===== src/sv/c3cf_pkg.sv =====
// Shared types and constants for the 3x3 convolution filter.
`timescale 1ns / 1ps

package c3cf_pkg;

	// Field widths
	localparam int PIX_W     = 8;
	localparam int IMG_W_W   = 11;
	localparam int IMG_H_W   = 13;
	localparam int COEF_W    = 16;
	localparam int KROW_W    = 3 * COEF_W;
	localparam int CFG_IDX_W = 3;

	// Line position: one spare bit over the height, flushing runs past the last line
	localparam int ROW_W = IMG_H_W + 1;
	// Results per frame: up to width times height
	localparam int CNT_W = IMG_W_W + IMG_H_W;

	// Multiply-accumulate widths: unsigned pixel times signed coefficient, nine terms
	localparam int PROD_W = PIX_W + 1 + COEF_W;
	localparam int SUM_W  = PROD_W + 4;

	localparam logic [PIX_W-1:0] PIX_MAX = 8'd255;

	// Register indexes of the configuration port
	localparam logic [CFG_IDX_W-1:0] REG_IMAGE_WIDTH   = 3'd0;
	localparam logic [CFG_IDX_W-1:0] REG_IMAGE_HEIGHT  = 3'd1;
	localparam logic [CFG_IDX_W-1:0] REG_KERNEL_TOP    = 3'd2;
	localparam logic [CFG_IDX_W-1:0] REG_KERNEL_MIDDLE = 3'd3;
	localparam logic [CFG_IDX_W-1:0] REG_KERNEL_BOTTOM = 3'd4;

	// Register reset values
	localparam logic [IMG_W_W-1:0] IMAGE_WIDTH_RST   = 11'd640;
	localparam logic [IMG_H_W-1:0] IMAGE_HEIGHT_RST  = 13'd480;
	localparam logic [KROW_W-1:0]  KERNEL_OUTER_RST  = 48'h0000_0000_0000;
	localparam logic [KROW_W-1:0]  KERNEL_MIDDLE_RST = 48'h0000_0100_0000;

	typedef logic [PIX_W-1:0] pix_t;
	// Window taps, index row*3 + column, column 0 on the left
	typedef logic [8:0][PIX_W-1:0] win_t;
	// Kernel rows: top, middle, bottom
	typedef logic [2:0][KROW_W-1:0] kern_t;

	// Per-beat control that travels alongside the window
	typedef struct packed {
		logic emit;
		logic eof;
		logic border;
	} ctl_t;

endpackage


===== src/sv/c3cf_kernel.sv =====
// Nine-tap multiply stage, adder and clamp, with the result register.
`timescale 1ns / 1ps

module c3cf_kernel #(
	parameter int COEF_FRAC_BITS = 8
) (
	input  logic              clk,
	input  logic              arst_n,
	input  logic              adv,
	input  c3cf_pkg::ctl_t    ctl_in,
	input  c3cf_pkg::win_t    win,
	input  c3cf_pkg::kern_t   kern,
	output logic              out_valid,
	output c3cf_pkg::pix_t    pixel_out,
	output logic              end_of_frame
);
	import c3cf_pkg::*;

	logic signed [COEF_W-1:0] coef [9];
	logic signed [PROD_W-1:0] prod_s3 [9];
	ctl_t                     ctl_s3;
	pix_t                     centre_s3;
	logic signed [SUM_W-1:0]  sum;
	pix_t                     filt;
	logic                     valid_q;
	logic                     eof_q;
	pix_t                     pix_q;

	// Unpack the coefficients per tap
	always_comb begin
		for (int r = 0; r < 3; r++) begin
			for (int c = 0; c < 3; c++) begin
				coef[r * 3 + c] = kern[r][c * COEF_W +: COEF_W];
			end
		end
	end

	// Stage 3: products, control
	always_ff @(posedge clk or negedge arst_n) begin
		if (!arst_n) begin
			ctl_s3 <= '0;
		end else if (adv) begin
			ctl_s3 <= ctl_in;
		end
	end

	always_ff @(posedge clk) begin
		if (adv) begin
			centre_s3 <= win[4];
			for (int i = 0; i < 9; i++) begin
				prod_s3[i] <= PROD_W'($signed({1'b0, win[i]}) * coef[i]);
			end
		end
	end

	// Sum of the nine products, truncate and clamp to 0..255
	always_comb begin
		sum = '0;
		for (int i = 0; i < 9; i++) begin
			sum = sum + SUM_W'(prod_s3[i]);
		end
		if (sum[SUM_W-1] || sum == '0) begin
			filt = '0;
		end else if (|sum[SUM_W-2:COEF_FRAC_BITS+PIX_W]) begin
			filt = PIX_MAX;
		end else begin
			filt = sum[COEF_FRAC_BITS +: PIX_W];
		end
	end

	// Result register
	always_ff @(posedge clk or negedge arst_n) begin
		if (!arst_n) begin
			valid_q <= 1'b0;
			eof_q   <= 1'b0;
		end else if (adv) begin
			valid_q <= ctl_s3.emit;
			eof_q   <= ctl_s3.emit && ctl_s3.eof;
		end
	end

	always_ff @(posedge clk) begin
		if (adv) begin
			pix_q <= ctl_s3.border ? centre_s3 : filt;
		end
	end

	assign out_valid    = valid_q;
	assign pixel_out    = pix_q;
	assign end_of_frame = eof_q;

endmodule


===== config.mk =====
export PLATFORM = sky130hd
export DESIGN_NAME = c3cf_kernel
export DESIGN_NICKNAME = d
export VERILOG_FILES = /design/src/sv/c3cf_pkg.sv /design/src/sv/c3cf_kernel.sv
export SDC_FILE = /design/constraint.sdc
export NUM_CORES = 2
export LEC_CHECK = 0
export BUFFER_PORTS_ARGS = -buffer_cell sky130_fd_sc_hd__buf_2
export CORE_ASPECT_RATIO = 0.9
export CORE_MARGIN = 2
export CORE_UTILIZATION = 30
export CTS_CLUSTER_DIAMETER = 200
export DETAILED_ROUTE_END_ITERATION = 10
export GPL_TIMING_DRIVEN = 0
export PLACE_DENSITY = 0.47
export REMOVE_ABC_BUFFERS = 1
export SETUP_SLACK_MARGIN = 0.02
export SLEW_MARGIN = 20
export SYNTH_ARGS = -nofsm -noshare
export SYNTH_HDL_FRONTEND = slang
export SYNTH_SLANG_ARGS = --single-unit

===== constraint.sdc =====
create_clock -name clk -period 7.65 [get_ports clk]
set_clock_uncertainty 0.1 [all_clocks]
set_input_delay 1.1475 -clock clk [delete_from_list [all_inputs] [get_ports clk]]
set_output_delay 1.1475 -clock clk [all_outputs]
set_load 0.005 [all_outputs]

======== Word level (Yosys, flattened, before mapping) ========
Memory sizes are Yosys's and may differ from the RTL's.
Index checks and enable logic that the tools add are counted.
word-level totals
  bits of input ports ..................... 222
  logic and storage cells ................. 34
  output and inout port bits .............. 10
  memories kept ........................... 1
  register bits after elaboration ......... 21
  memory bits (writable) .................. 225
memory list
  name     words  width  read ports  clocked after memory_dff  write ports  RTL line           source
  prod_s3  9      25     9           0                         9            c3cf_kernel.sv:20  logic signed [PROD_W-1:0] prod_s3 [9];
cells by class
  add/subtract/negate cells ............... 8
  multipliers ............................. 9
  mux-type cells .......................... 5
  reductions and logical operators ........ 4
operators with widths
  operator           count
  $mul 9x16->25      9
  $add 29x25->29     4
  $add 28x25->29     1
  $logic_not 29->1   1
  $add 27x25->28     1
  $add 26x25->27     1
  $add 25x25->26     1
  $mux 8             3
  $reduce_or 12->1   1
  $mux 1             2
  $logic_and 1x1->1  1
  $logic_or 1x1->1   1

======== Logic depth before layout (Yosys ltp) ========
  depth after elaboration ................. 12
  depth in mapped cells ................... 21
  mapped depth without buffers ............ 20

======== Worst setup path before layout ========
No wires, ideal clock.
  path kind ............................... input to register
  start point ............................. in win[64] in the netlist's numbering
  end point ............................... mem prod_s3[0][224] in the netlist's numbering, data pin
  stages on the path ...................... 19
  library setup time ...................... 260 ps
  data arrival time ....................... 5698 ps
  path buffers ............................ 1
  data required time ...................... 7290 ps
  path slack .............................. 1592 ps
  cells stage by stage .................... clkbuf_1 -> nand2_1 -> fa_1 -> inv_1 -> fa_1 -> inv_1 -> fa_1 -> inv_1 -> fa_1 -> ha_1 -> o21ai_0 -> or2_2 -> a221oi_1 -> a211oi_1 -> a2111oi_0 -> o31ai_1 -> o21bai_1 -> a21oi_1 -> xnor2_1
RTL lines
  element          RTL line           source
  start, declared  c3cf_kernel.sv:11  input c3cf_pkg::win_t win,
  end, declared    c3cf_kernel.sv:20

==> key figures <==
STA
  • FMAX: 0.156 GHz
  • Worst hold slack: 0.274 ns
  • Final Max Slew Viols: 0
  • Rel. slew slack: 0.422
  • Fin crit period: 6.40 ns
  • Fin crit share: 0.837
  • Setup violators final: 0
  • Unrepaired setup endpoints after global routing: false
  • Setup TNS Final: 0 ns
  • Worst slew pin tran: 0.860 ns
  • Final Hold Fails: 0

Yosys
  • Largest family of logic cells by synthesized area: adder cells
  • Post-synth EDFFs: 241
  • Post-Synth Simple-Gate Area: 0.151
  • Synth cell types: 64
  • Mapped Area: 0.0539 sq mm
  • Synth Area in Adders: 0.518
  • Post-synthesis xor/xnor area fraction: 0.0343
  • Seq cells post-synth: 246
  • Sequential area share after synthesis: 0.137
  • Ys flop type: edfxtp_1
  • Post-synth ARST share: 0.0203
  • Syn. warnings: 0
  • Mux contribution to synthesized area: 0.000835
  • Compound-gate portion of the synthesized area: 0.0519
  • Gate Count Post-Synth: 5576
  • Mean Syn Cell Area: 9.67 sq um

Global route
  • First-pass GRT wire length: 222 mm
  • Largest net degree at the start of global routing: 100
  • Vias in the first global route: 39760
  • GRT overflow: 0
  • Initial antenna violation count: 11
  • Total GRT Usage: 0.154

Layout
  • Fill count: 18609
  • Design area: 0.0588 sq mm
  • Area grow syn2layout: 8.99%
  • Share of cells above drive strength 1: 0.0507
  • Nets: 7558
  • Finished Layout Cells: 8172
  • Most common cell after layout, fill and taps aside: inv_1
  • Most frequent cells in the layout: 1461 x inv_1, 1096 x fa_1, 720 x and2_1

Floorplanning
  • IO Pins: 232
  • Die Footprint: 0.183 sq mm
  • Die extent in x: 451 um
  • Core outline area: 0.178 sq mm
  • Initial core utilization: 0.302
  • Die span in y: 406 um
  • FP Rows: 147

Clock tree
  • Clk buf depth: 3
  • Cts hold-fix bufs: 0
  • Num Clock Sinks: 246
  • CTS buffer count: 31
  • Total setup buffers inserted after CTS: 0
  • CTS tree: yes
  • H-tree depth: 1
  • # resized after CTS: 0
  • Clk slew on worst S/H paths: 0.06 ns
  • Clk root buf: clkbuf_16
  • Worst-skew pair later-pin latency: 0.60 ns

Setup path
  • Reg2reg path depth: 19
  • Cell family with most CP delay: adder cells
  • R2R Path Start: prod_s3[0][27]
  • CP Buf/Inv Count: 4
  • Reg-to-reg endpoint: pixel_out[3]
  • Critical Path, Cell by Cell: inv_1 > fa_1 > inv_1 > fa_1 > fa_1 > inv_1 > fa_1 > inv_1 > ha_1 > fa_1 > a211o_1 > a211oi_2 > nor3_1 > o31a_1 > a311oi_2 > xor2_1 > o311ai_1 > nor4_4 > a32oi_1
  • Crit. Startpoint: prod_s3[0][27]
  • Critical Path End Type: flip-flop
  • Critical path type: flip-flop to flip-flop
  • CP Depth: 19
  • Critical-path maximum fanout: 8
  • Critical path endpoint: pixel_out[3]
  • Cell mode on critical path: fa_1
  • Critical Path AT: 6.54 ns
  • Worst path slowest cell: nor4_4
  • Type of origin of the critical path: flip-flop
  • Req. time, crit path: 7.79 ns
  • FF-to-FF setup slack: 1.25 ns
  • Biggest cell delay along the critical path: 0.54 ns

Placement
  • Placed Instance Area: 0.0578 sq mm
  • Post-DP HPWL: 118 mm
  • IO buf count: 231
  • Dpl cells: 8112
  • Routability congestion estimate: 0.803

Min path
  • Worst Hold Class: input port to asynchronous set/reset pin

Route
  • Number of DRC markers in iteration 0: 1552
  • Drt drc: 0
  • Final WL: 136 mm
  • Antenna Nets Post-Route: 0
  • Number of detailed-route iterations in the first pass: 5
  • Routed WL per cell: 16.7 um
  • Vias after detailed routing: 36265
  • Via density: 4.44

Outcome
  • Status: finished, final reports clean

Run
  • Max Cap Viol: 0
-- metrics by stage --
stage / utilization / worst slack, ns
after floorplan: - / 1.90
after CTS: 0.329 / 1.18
after global routing: 0.329 / 0.883
after detailed placement: 0.324 / 0.680
final: 0.329 / 1.25
after global placement: 0.324 / 0.675
-- worst reg2reg max path: stages (launching register included) --
cell	delay (ns)
edfxtp_1	0.43
inv_1	0.10
fa_1	0.42
inv_1	0.14
fa_1	0.44
fa_1	0.49
inv_1	0.05
fa_1	0.47
inv_1	0.04
ha_1	0.22
fa_1	0.45
a211o_1	0.33
a211oi_2	0.31
nor3_1	0.13
o31a_1	0.41
a311oi_2	0.29
xor2_1	0.20
o311ai_1	0.17
nor4_4	0.54
a32oi_1	0.32
-- synth_stat cells, drive strengths merged, types with 34 or more instances --
library cell,number,area share
xor2,40,0.0065
and2,720,0.084
nor2,123,0.0086
fa,1096,0.41
o21ai,73,0.0068
inv,1461,0.10
edfxtp,241,0.13
clkbuf,81,0.0056
ha,479,0.11
a21oi,128,0.012
a21o,36,0.0050
o21a,35,0.0049
nand2,521,0.036
nand3,42,0.0039
a211oi,34,0.0048
xnor2,171,0.028
nor3,47,0.0044
-- layer usage --
layer,global-route usage,vias up,wire [um]
met2,0.262,473,65000
met4,0.0275,4,2700
li1,-,17148,-
met3,0.0145,125,4350
met1,0.214,18515,64100
met5,0,-,27
-- worst min path at each step --
stage	end	slack, ns	depth (start not counted)	start
3_5_place_dp	end_of_frame	0.40	2	ctl_s3[1]
2_1_floorplan	end_of_frame	0.36	2	ctl_s3[1]
6_report	end_of_frame	0.27	1	arst_n
3_3_place_gp	end_of_frame	0.38	2	ctl_s3[1]
4_1_cts	end_of_frame	0.24	1	arst_n
5_1_grt	ctl_s3[0]	0.26	1	arst_n
-- cell families (layout without fill, tap and decap cells) --
| family | count (synthesis) | in the layout |
|---|---|---|
| compound gates | 428 | 428 |
| xor+xnor | 211 | 211 |
| fa+ha+maj | 1575 | 1575 |
| buf+inv | 1542 | 1748 |
| flops | 246 | 246 |
| mux | 4 | 4 |
| other cells | 0 | 6 |
| simple gates | 1570 | 1570 |
-- sequential cells by signal, indices dropped and copies added, names as in the netlist --
| register | count |
|---|---|
| ctl_s3 | 3 |
| out_valid | 1 |
| pixel_out | 8 |
| end_of_frame | 1 |
| centre_s3 | 8 |
| prod_s3 | 225 |
-- layout make-up --
type | instances | area (sq um) | area share
Clock inverter | 16 | 131 | 0.00224
Inverter | 1461 | 5480 | 0.0933
Antenna cell | 6 | 15.0 | 0.000256
Tap cell | 2384 | 2980 | 0.0508
Sequential cell | 246 | 7360 | 0.125
Multi-Input combinational cell | 3788 | 40800 | 0.694
Clock buffer | 38 | 802 | 0.0136
Timing Repair Buffer | 233 | 1220 | 0.0208
Power is left out: the tool's default activity adds up to more than one toggle a clock period on the data nets, which glitch-free logic cannot reach.
